==> config.mk <==
export PLATFORM = sky130hd
export DESIGN_NAME = sliding_window_maximum
export DESIGN_NICKNAME = d
export VERILOG_FILES = /design/src/hw/rtl/swm_pkg.sv /design/src/hw/rtl/swm_cell.sv /design/src/hw/rtl/swm_head_search.sv /design/src/hw/rtl/sliding_window_maximum.sv
export SDC_FILE = /design/constraint.sdc
export NUM_CORES = 2
export LEC_CHECK = 0
export ABC_AREA = 1
export ABC_CLOCK_PERIOD_IN_PS = 31900
export BUFFER_PORTS_ARGS = -buffer_cell sky130_fd_sc_hd__buf_2
export CORE_ASPECT_RATIO = 2
export CORE_MARGIN = 2
export CORE_UTILIZATION = 40
export DETAILED_ROUTE_END_ITERATION = 16
export SYNTH_ARGS = -nofsm -noshare
export SYNTH_HDL_FRONTEND = slang
export SYNTH_SLANG_ARGS = --single-unit
export TNS_END_PERCENT = 30
==> constraint.sdc <==
create_clock -name aclk -period 31.9 [get_ports aclk]
set_input_delay 4.785 -clock aclk [delete_from_list [all_inputs] [get_ports aclk]]
set_output_delay 4.785 -clock aclk [all_outputs]
set_load 0.005 [all_outputs]
==> src/hw/rtl/swm_pkg.sv <==
// Shared constants, types and helpers of the sliding window maximum block.
package swm_pkg;

    localparam int WINDOW_MAX   = 64;
    localparam int SAMPLE_WIDTH = 16;
    localparam int CFG_W        = 7;
    localparam int CNT_W        = $clog2(WINDOW_MAX + 1);
    localparam int EXT_W        = (CNT_W > CFG_W) ? CNT_W : CFG_W;
    localparam int GROUP_SIZE   = 8;
    localparam int NUM_GROUPS   = (WINDOW_MAX + GROUP_SIZE - 1) / GROUP_SIZE;
    localparam int CELL_PAD     = NUM_GROUPS * GROUP_SIZE;
    localparam int TDATA_W      = ((SAMPLE_WIDTH + 7) / 8) * 8;
    localparam int ADDR_W       = 2;
    localparam int PDATA_W      = 32;

    localparam logic [CFG_W-1:0]  WINDOW_RESET     = CFG_W'(3);
    localparam logic [ADDR_W-1:0] ADDR_WINDOW_SIZE = ADDR_W'(0);

    typedef logic signed [SAMPLE_WIDTH-1:0] sample_t;

    // Broadcast to every cell of the chain but the newest, which gets its own copy with start held low.
    typedef struct packed {
        logic    shift_en;
        logic    start;
        sample_t sample;
    } cell_ctrl_t;

    // Zero acts as one, anything above the cell count acts as the cell count.
    function automatic logic [CNT_W-1:0] effective_window(logic [CFG_W-1:0] ws);
        logic [EXT_W-1:0] ws_ext;
        logic [CNT_W-1:0] k;
        ws_ext = EXT_W'(ws);
        if (ws_ext == '0) begin
            k = CNT_W'(1);
        end else if (ws_ext > EXT_W'(WINDOW_MAX)) begin
            k = CNT_W'(WINDOW_MAX);
        end else begin
            k = CNT_W'(ws_ext);
        end
        return k;
    endfunction

endpackage

==> src/hw/rtl/swm_cell.sv <==
// One cell of the queue chain: holds one sample and its membership flag.
module swm_cell (
    input  logic                aclk,
    input  logic                aresetn,
    input  swm_pkg::cell_ctrl_t ctrl,
    input  logic                in_window,
    input  swm_pkg::sample_t    prev_value,
    input  logic                prev_valid,
    output swm_pkg::sample_t    value,
    output logic                valid
);
    import swm_pkg::*;

    sample_t value_reg;
    logic    valid_reg;
    logic    valid_next;

    // An entry survives the shift only if it is still inside the window and
    // is not strictly smaller than the arriving sample.
    always_comb begin
        valid_next = prev_valid && in_window && !(prev_value < ctrl.sample) && !ctrl.start;
    end

    always_ff @(posedge aclk) begin
        if (!aresetn) begin
            valid_reg <= 1'b0;
        end else if (ctrl.shift_en) begin
            valid_reg <= valid_next;
        end
    end

    always_ff @(posedge aclk) begin
        if (ctrl.shift_en) begin
            value_reg <= prev_value;
        end
    end

    assign value = value_reg;
    assign valid = valid_reg;

endmodule

==> src/hw/rtl/swm_head_search.sv <==
// Registered two-level search for the oldest valid cell, which holds the maximum.
module swm_head_search (
    input  logic             aclk,
    input  logic             aresetn,
    input  logic             capture,
    input  swm_pkg::sample_t cell_value [swm_pkg::WINDOW_MAX],
    input  logic             cell_valid [swm_pkg::WINDOW_MAX],
    output swm_pkg::sample_t head_value,
    output logic             head_found
);
    import swm_pkg::*;

    sample_t pad_value [CELL_PAD];
    logic    pad_valid [CELL_PAD];

    sample_t grp_value_next [NUM_GROUPS];
    logic    grp_found_next [NUM_GROUPS];
    sample_t grp_value_reg  [NUM_GROUPS];
    logic    grp_found_reg  [NUM_GROUPS];

    for (genvar i = 0; i < CELL_PAD; i++) begin : g_pad
        if (i < WINDOW_MAX) begin : g_real
            assign pad_value[i] = cell_value[i];
            assign pad_valid[i] = cell_valid[i];
        end else begin : g_empty
            assign pad_value[i] = '0;
            assign pad_valid[i] = 1'b0;
        end
    end

    // Within a group the highest valid index wins.
    for (genvar g = 0; g < NUM_GROUPS; g++) begin : g_group
        always_comb begin
            grp_value_next[g] = '0;
            grp_found_next[g] = 1'b0;
            for (int j = 0; j < GROUP_SIZE; j++) begin
                if (pad_valid[g * GROUP_SIZE + j]) begin
                    grp_value_next[g] = pad_value[g * GROUP_SIZE + j];
                    grp_found_next[g] = 1'b1;
                end
            end
        end

        always_ff @(posedge aclk) begin
            if (!aresetn) begin
                grp_found_reg[g] <= 1'b0;
            end else if (capture) begin
                grp_found_reg[g] <= grp_found_next[g];
            end
        end

        always_ff @(posedge aclk) begin
            if (capture) begin
                grp_value_reg[g] <= grp_value_next[g];
            end
        end
    end

    always_comb begin
        head_value = '0;
        head_found = 1'b0;
        for (int g = 0; g < NUM_GROUPS; g++) begin
            if (grp_found_reg[g]) begin
                head_value = grp_value_reg[g];
                head_found = 1'b1;
            end
        end
    end

endmodule

==> src/hw/rtl/sliding_window_maximum.sv <==
// Sliding window maximum: each sample enters a chain of cells, cell i holding
// the sample that arrived i items ago; a cell stays in the queue only while
// it is inside the window and no later sample is strictly larger, so the
// oldest valid cell holds the maximum of the last window_size samples. A
// sample that produces a result updates the cell chain in its accepting cycle,
// and the next cycle registers the per-group head search while the input is
// held off, so no further sample is taken until that search is captured;
// samples that produce no result can follow back to back. The result moves
// from the search registers into the output register. One result can
// wait behind the output register; when both are full and m_tready is low, the
// input is held off as well. No result is produced until window_size samples
// have arrived since start_req or reset. window_size is written over APB at
// address 0; 0 acts as 1 and values above 64 act as 64.
module sliding_window_maximum (
    input  logic                              aclk,
    input  logic                              aresetn,
    // Input stream.
    input  logic                              s_tvalid,
    output logic                              s_tready,
    input  logic [swm_pkg::TDATA_W-1:0]       s_tdata,   // [15:0] sample
    input  logic                              s_tuser,   // [0] start_req
    // Result stream.
    output logic                              m_tvalid,
    input  logic                              m_tready,
    output logic [swm_pkg::TDATA_W-1:0]       m_tdata,   // [15:0] window_max
    // Configuration port.
    input  logic                              psel,
    input  logic                              penable,
    input  logic                              pwrite,
    input  logic [swm_pkg::ADDR_W-1:0]        paddr,
    input  logic [swm_pkg::PDATA_W-1:0]       pwdata,
    output logic [swm_pkg::PDATA_W-1:0]       prdata,
    output logic                              pready
);
    import swm_pkg::*;

    logic             s_acc;
    logic             cfg_wr;
    logic [CFG_W-1:0] window_size_reg;
    logic [CNT_W-1:0] win_k;
    logic [CNT_W-1:0] seen_reg;
    logic [CNT_W-1:0] seen_next;
    logic             emit;
    logic             load_reg;
    logic             pend_reg;
    logic             pend_next;
    logic             pend_move;
    logic             m_tvalid_reg;
    logic             m_tvalid_next;
    sample_t          out_value_reg;
    sample_t          sample_in;
    sample_t          head_value;
    logic             head_found;
    cell_ctrl_t       ctrl;
    cell_ctrl_t       ctrl_first;
    sample_t          cell_value [WINDOW_MAX];
    logic             cell_valid [WINDOW_MAX];

    // Configuration.
    assign pready = 1'b1;
    assign cfg_wr = psel && penable && pwrite && (paddr == ADDR_WINDOW_SIZE);

    always_ff @(posedge aclk) begin
        if (!aresetn) begin
            window_size_reg <= WINDOW_RESET;
        end else if (cfg_wr) begin
            window_size_reg <= pwdata[CFG_W-1:0];
        end
    end

    always_comb begin
        prdata = '0;
        if (paddr == ADDR_WINDOW_SIZE) begin
            prdata = PDATA_W'(window_size_reg);
        end
    end

    assign win_k = effective_window(window_size_reg);

    // Input side.
    assign sample_in = s_tdata[SAMPLE_WIDTH-1:0];
    assign s_acc     = s_tvalid && s_tready;
    assign pend_move = pend_reg && (!m_tvalid_reg || m_tready);
    assign s_tready  = !load_reg && (!pend_reg || !m_tvalid_reg || m_tready);

    always_comb begin
        if (s_tuser) begin
            seen_next = CNT_W'(1);
        end else if (seen_reg == CNT_W'(WINDOW_MAX)) begin
            seen_next = seen_reg;
        end else begin
            seen_next = seen_reg + CNT_W'(1);
        end
        emit = (seen_next >= win_k);
    end

    always_ff @(posedge aclk) begin
        if (!aresetn) begin
            seen_reg <= '0;
            load_reg <= 1'b0;
        end else begin
            if (s_acc) begin
                seen_reg <= seen_next;
            end
            load_reg <= s_acc && emit;
        end
    end

    // Cell chain.
    assign ctrl.shift_en = s_acc;
    assign ctrl.start    = s_tuser;
    assign ctrl.sample   = sample_in;

    // The newest cell always takes the sample, even on a start.
    assign ctrl_first.shift_en = s_acc;
    assign ctrl_first.start    = 1'b0;
    assign ctrl_first.sample   = sample_in;

    for (genvar i = 0; i < WINDOW_MAX; i++) begin : g_cell
        if (i == 0) begin : g_first
            swm_cell u_cell (
                .aclk       (aclk),
                .aresetn    (aresetn),
                .ctrl       (ctrl_first),
                .in_window  (1'b1),
                .prev_value (sample_in),
                .prev_valid (1'b1),
                .value      (cell_value[i]),
                .valid      (cell_valid[i])
            );
        end else begin : g_rest
            swm_cell u_cell (
                .aclk       (aclk),
                .aresetn    (aresetn),
                .ctrl       (ctrl),
                .in_window  (CNT_W'(i) < win_k),
                .prev_value (cell_value[i-1]),
                .prev_valid (cell_valid[i-1]),
                .value      (cell_value[i]),
                .valid      (cell_valid[i])
            );
        end
    end

    swm_head_search u_head (
        .aclk       (aclk),
        .aresetn    (aresetn),
        .capture    (load_reg),
        .cell_value (cell_value),
        .cell_valid (cell_valid),
        .head_value (head_value),
        .head_found (head_found)
    );

    // Output side.
    always_comb begin
        pend_next = pend_reg;
        if (load_reg) begin
            pend_next = 1'b1;
        end else if (pend_move) begin
            pend_next = 1'b0;
        end
        m_tvalid_next = m_tvalid_reg;
        if (pend_move) begin
            m_tvalid_next = 1'b1;
        end else if (m_tready) begin
            m_tvalid_next = 1'b0;
        end
    end

    always_ff @(posedge aclk) begin
        if (!aresetn) begin
            pend_reg     <= 1'b0;
            m_tvalid_reg <= 1'b0;
        end else begin
            pend_reg     <= pend_next;
            m_tvalid_reg <= m_tvalid_next;
        end
    end

    always_ff @(posedge aclk) begin
        if (pend_move) begin
            out_value_reg <= head_value;
        end
    end

    assign m_tvalid = m_tvalid_reg;
    assign m_tdata  = TDATA_W'($unsigned(out_value_reg));

    // The queue is never empty when a result is due.
    a_head_found: assert property (@(posedge aclk) disable iff (!aresetn)
        load_reg |=> head_found)
        else $error("head search found no valid cell for a result");

    // A new search must never overwrite a result that has not moved out.
    a_no_overwrite: assert property (@(posedge aclk) disable iff (!aresetn)
        load_reg |-> !pend_reg)
        else $error("head search captured while a result was pending");

    // An accepted sample always lands in the newest cell.
    a_newest_cell: assert property (@(posedge aclk) disable iff (!aresetn)
        s_acc |=> (cell_valid[0] && (cell_value[0] == $past(sample_in))))
        else $error("accepted sample missing from the newest cell");

    // The output only turns valid from a pending result.
    a_out_source: assert property (@(posedge aclk) disable iff (!aresetn)
        $rose(m_tvalid) |-> $past(pend_reg))
        else $error("result transaction without a pending result");

endmodule

# After elaboration in Yosys (flattened, before gate mapping)
# Memory sizes are Yosys's and may differ from the RTL's.
# Cells that the tools add are included.
# totals
register_bits	1121
mem_bits_rw	136
inputBits	58
out_inout_bits	51
elab_cells	704
memories	2
# op_classes
add_sub_neg	1
n_lt_le_gt_ge	129
eq_ne	1
mux	158
n_bitwise	8
n_reduce_logical	271
# memory_table
name	words	width	read_ports	rd_clocked_by_memory_dff	write_ports	line	rtl
u_head.grp_value_reg	8	16	8	0	8	swm_head_search.sv:18	sample_t grp_value_reg [NUM_GROUPS];
u_head.grp_found_reg	8	1	8	0	8	swm_head_search.sv:19	logic grp_found_reg [NUM_GROUPS];
# ops
operator	n
$mux W16	72
$lt A16 B16 Y1	64
$lt A6 B7 Y1 const A	32
$logic_and A1 B1 Y1	196
$lt A5 B7 Y1 const A	16
$mux W1	81
$logic_not A1 Y1	68
$lt A4 B7 Y1 const A	8
$mux W7	5
$lt A3 B7 Y1 const A	4
$lt A2 B7 Y1 const A	2
$or A1 B1 Y1	8
$add A7 B1 Y7 const B	1
$eq A7 B7 Y1 const B	1
$ge A7 B7 Y1	1
$gt A7 B7 Y1 const B	1
$logic_not A7 Y1	1
$lt A1 B7 Y1 const A	1
$reduce_bool A2 Y1	2
$logic_or A1 B1 Y1	3
$logic_not A2 Y1	1

# Depth between registers and ports, before layout
# logic_depth
depth_word	9
ltp_mapped	15
ltp_nobuf	15

# Modules after synthesis
# Synthesis repeated with hierarchy kept, for this count alone.
# unflattened
cells_unflattened	9285
area_unflattened_um2	79427.4
# by_module_without_submodules
module	instances	cells_each	area_per_inst_um2	seq_area_each_um2
swm_cell	64	94	958.4	500.5
swm_head_search	1	2950	15778.9	4073.9
sliding_window_maximum	1	319	2309.7	820.8

# Least setup slack after synthesis
# No wires, ideal clock.
# synth_timing
path_type	input to register
from	in m_tready
to	reg seen_reg[5]
setup_time_ns	0.192
t_arrival_ns	18.029
required_time_ns	31.708
path_slack_ns	13.679
stages	7
n_path_buf	1
cell_sequence	nor2_1 a21oi_1 nand2_1 inv_1 buf_2 o21ai_0 a21oi_1
# synth_between
elab_chain_len	3
# synth_lines
element	line	rtl
start, declared	sliding_window_maximum.sv:24	input logic m_tready,
$logic_or A1 B1 Y1	sliding_window_maximum.sv:84	assign s_tready = !load_reg && (!pend_reg || !m_tvalid_reg || m_tready);
$logic_and A1 B1 Y1	sliding_window_maximum.sv:84	
named net s_tready	sliding_window_maximum.sv:19	output logic s_tready,
$logic_and A1 B1 Y1	sliding_window_maximum.sv:82	assign s_acc = s_tvalid && s_tready;
named net s_acc	sliding_window_maximum.sv:37	logic s_acc;
end signal, assigned	sliding_window_maximum.sv:103	seen_reg <= seen_next;
end, declared	sliding_window_maximum.sv:41	logic [CNT_W-1:0] seen_reg;
# The timed path passes the listed nets, and every way through them passes these cells.
# A chain may end at the register's enable or synchronous reset.

# Worst setup path after layout
# layout_timing
from	in m_tready
to	out s_tready
# layout_between
elab_chain_len	2
# layout_lines
element	line
$logic_or A1 B1 Y1	sliding_window_maximum.sv:84
$logic_and A1 B1 Y1	sliding_window_maximum.sv:84
end, declared	sliding_window_maximum.sv:19
# No other way between the ends.

==> flow_metrics.env <==
export IMPL_cp_arrival_ns=5.57
export IMPL_postRouteAntennaNets=0
export IMPL_synthesis_instances=7203
export IMPL_setup_slack_ns=21.55
export IMPL_largest_register_ff_count=1008
export IMPL_status="finished with violations"
export IMPL_drv_slew=0
export IMPL_rows=219
export IMPL_use_met1=0.2368
export IMPL_grt_util_met2=0.4822
export IMPL_detail_route_iter0_violations=4117
export IMPL_dp_hpwl_um=174300
export IMPL_timing_final_setup_violations=0
export IMPL_grt_busiest_layer="met2"
export IMPL_synth_lib_cells_used_distinct=46
export IMPL_maxClockFrequency_ghz=0.09658
export IMPL_setup_repair_after_global_routing_missed_its_margin="false"
export IMPL_yosys_most_used_dff="edfxtp_1"
export IMPL_worst_pin_slew_ns=1.484
export IMPL_clk_root_buffer_cell="clkbuf_16"
export IMPL_p_switching_w=0.001196
export IMPL_globalRouteTotalUtil=0.2598
export IMPL_remaining_drc_errors=0
export IMPL_whs_endpoint="g_cell[6].g_rest.u_cell.value[0]"
export IMPL_avgSynthCellArea_um2=9.916
export IMPL_grt_antenna_before_repair=10
export IMPL_p_comb_frac=0.124
export IMPL_timing_critical_path_required_ns=27.12
export IMPL_clock_skew_ns=0.06686
export IMPL_worstRegToRegCells=8
export IMPL_total_leakage_power_nw=33.32
export IMPL_grt_pass1_vias=54898
export IMPL_worst_hold_path_num_cells=0
export IMPL_postSynthRegisterBits=1257
export IMPL_drt_pass1_iterations=6
export IMPL_cts_buffers_inserted=120
export IMPL_worstSkewPairLatency_ns=0.82
export IMPL_routed_wl_um=238800
export IMPL_slew_headroom=0.0002655
export IMPL_final_setup_tns_ns=0
export IMPL_coreArea_um2=177600
export IMPL_grt_start_max_net_pins=182
export IMPL_num_io_pins=109
export IMPL_dp_slack_ns=21.56
export IMPL_crit_reg2reg_launch="m_tvalid"
export IMPL_share_seq_of_total_power=0.493
export IMPL_gp_routability_congestion=0.9629
export IMPL_synthesis_to_finish_area_growth_pct=10.06
export IMPL_p_sw_frac=0.2780
export IMPL_vias_after_detailed_routing=54663
export IMPL_layout_common_cells="1846 x nand2_1, 1175 x edfxtp_1, 953 x ha_1, 647 x a21oi_1, 606 x o21ai_0"
export IMPL_crit_reg2reg_capture="g_cell[42].g_rest.u_cell.value[3]"
export IMPL_synthesis_area_um2=71420
export IMPL_max_cap_viol_count=1
export IMPL_violations="capacitance limit"
export IMPL_drive_gt1_frac=0.05061
export IMPL_final_hold_violation_count=0
export IMPL_final_common_cell="nand2_1"
export IMPL_global_route_usage_met3=0.03426
export IMPL_die_area_um2=182200
export IMPL_drt_vias_per_instance=5.649
export IMPL_postCtsResizedCells=0
export IMPL_total_power_w=0.004302
export IMPL_timing_critical_path_from_type="input pin"
export IMPL_die_height_um=601.6
export IMPL_buffer_ports_inserted=57
export IMPL_post_cts_setup_buffers=0
export IMPL_clock_pin_slew_worst_setup_and_hold_paths_ns=0.08
export IMPL_criticalPathCategory="input pin to output pin"
export IMPL_beginning_of_the_worst_hold_path="g_cell[5].g_rest.u_cell.value[0]"
export IMPL_htreeDepth=3
export IMPL_clkPwrFrac=0.383
export IMPL_pwr_dens_nw_per_um2=54.72
export IMPL_fin_crit_ns=10.35
export IMPL_rrSetupSlack_ns=26.24
export IMPL_num_fill_cells=16798
export IMPL_power_ir_vdd_worst_mv=0.06823
export IMPL_synth_enable_flop_cells=1175
export IMPL_initial_utilization=0.4023
export IMPL_final_nets=8254
export IMPL_postCtsHoldBufs=0
export IMPL_min_path_type="flop to flop"
export IMPL_cts_buffer_depth=3
export IMPL_internal_power_w=0.003106
export IMPL_numClockSinks=1257
export IMPL_grt_pass1_wl_um=346900
export IMPL_critical_path_endpoint_type="output pin"
export IMPL_finalCritPeriodShare=0.3246
export IMPL_horizontal_extent_of_the_die_um=302.8
export IMPL_tritoncts="built"
export IMPL_finalCoreUtilization=0.4427
export IMPL_yosysWarningCount=0
export IMPL_globalRoute_totalOverflow=0
export IMPL_critical_path_max_fanout=4
export IMPL_ys_seq_area_frac=0.5170
export IMPL_routed_wire_length_per_instance_um=24.68
export IMPL_synthArstFlopShare=0
==> stage by stage <==
stage / instances / hold WS (ns) / area, µm²
after global placement: 9440 / 0.4281 / 74150
after global routing: 9672 / 0.4587 / 78600
final: 9676 / 0.4493 / 78610
after floorplan: 7227 / 0.4264 / 71510
after detailed placement: 9440 / 0.4348 / 74150
after CTS: 9669 / 0.4501 / 78580
==> worst max-delay path by stage <==
stage,endpoint,start,slack (ns)
2_1_floorplan,seen_reg[5],m_tready,13.68
3_3_place_gp,s_tready,m_tready,21.57
3_5_place_dp,s_tready,m_tready,21.56
4_1_cts,s_tready,m_tready,21.56
5_1_grt,s_tready,m_tready,21.50
6_report,s_tready,m_tready,21.55
==> final cells by class <==
class | instances | area [µm²] | area share
multi-input cells | 5213 | 31540 | 0.4012
flip-flops and latches | 1257 | 36930 | 0.4698
well taps | 2320 | 2903 | 0.03693
diodes | 6 | 15.01 | 0.0001910
clock buffers | 142 | 3157 | 0.04016
clock inverters | 87 | 1270 | 0.01616
inverters | 533 | 2033 | 0.02587
repair buffers | 118 | 762.0 | 0.009693
==> Yosys cell counts, types with 4 or more instances <==
cell	number	area, µm²
nor4_1	15	93.84
nand2_1	1847	6933
buf_1	11	41.29
nor3_1	144	720.7
nor2_2	4	25.02
o211ai_1	26	195.2
nor2_4	11	123.9
o21a_1	91	683.2
o21bai_1	37	277.8
a21oi_1	647	3238
buf_4	34	255.2
inv_1	522	1959
clkbuf_1	111	416.7
a21o_1	9	67.56
buf_2	66	330.3
nor2_1	376	1411
nand2_2	4	25.02
a221oi_1	103	902.1
a22oi_1	16	120.1
inv_2	8	30.03
a41oi_1	4	35.03
nand3_1	179	895.9
edfxtp_1	1175	35280
ha_1	953	11920
dfxtp_1	82	1642
o21ai_0	607	3038
nand4_1	27	168.9
a211oi_1	8	60.06
o221ai_1	5	43.79
or2_2	4	25.02
o21ai_1	49	245.2
o22ai_1	6	37.54
==> power by group through the flow <==
stage	Combinational, W	Clock (W)	Sequential, W
global placement	0.000508	0	0.00215
detailed placement	0.000531	0	0.00215
global route	0.000610	0.00171	0.00213
floorplan	0.000362	0	0.00214
finish	0.000534	0.00165	0.00212
CTS	0.000534	0.00166	0.00212
==> critical path, cell delays in order <==
cell and delay [ns]:
buf_2 0.10, nor2_1 0.28, a21oi_1 0.22, buf_2 0.18
==> per-layer routing <==
metal	share of wire	up-vias	wire, µm
met4	0.12	8	27510
met3	0.050	870	11900
met5	0.00024	-	57
met2	0.53	2006	126200
li1	-	25609	-
met1	0.31	26170	73160
==> kinds of logic (layout without fill, tap and decap cells) <==
family                   count (synthesis)  count (layout)  synth area share
AO/OA/AOI/OAI                         1617            1617            0.1262
AND/OR/NAND/NOR                       2614            2614            0.1465
other                                    2              32         0.0001051
buffers and inverters                  757             880           0.04292
flip-flops                            1257            1257            0.5170
adder cells (fa/ha/maj)                953             953            0.1669
XOR/XNOR                                 3               3         0.0003679
Power figures use the tool's default switching activity.
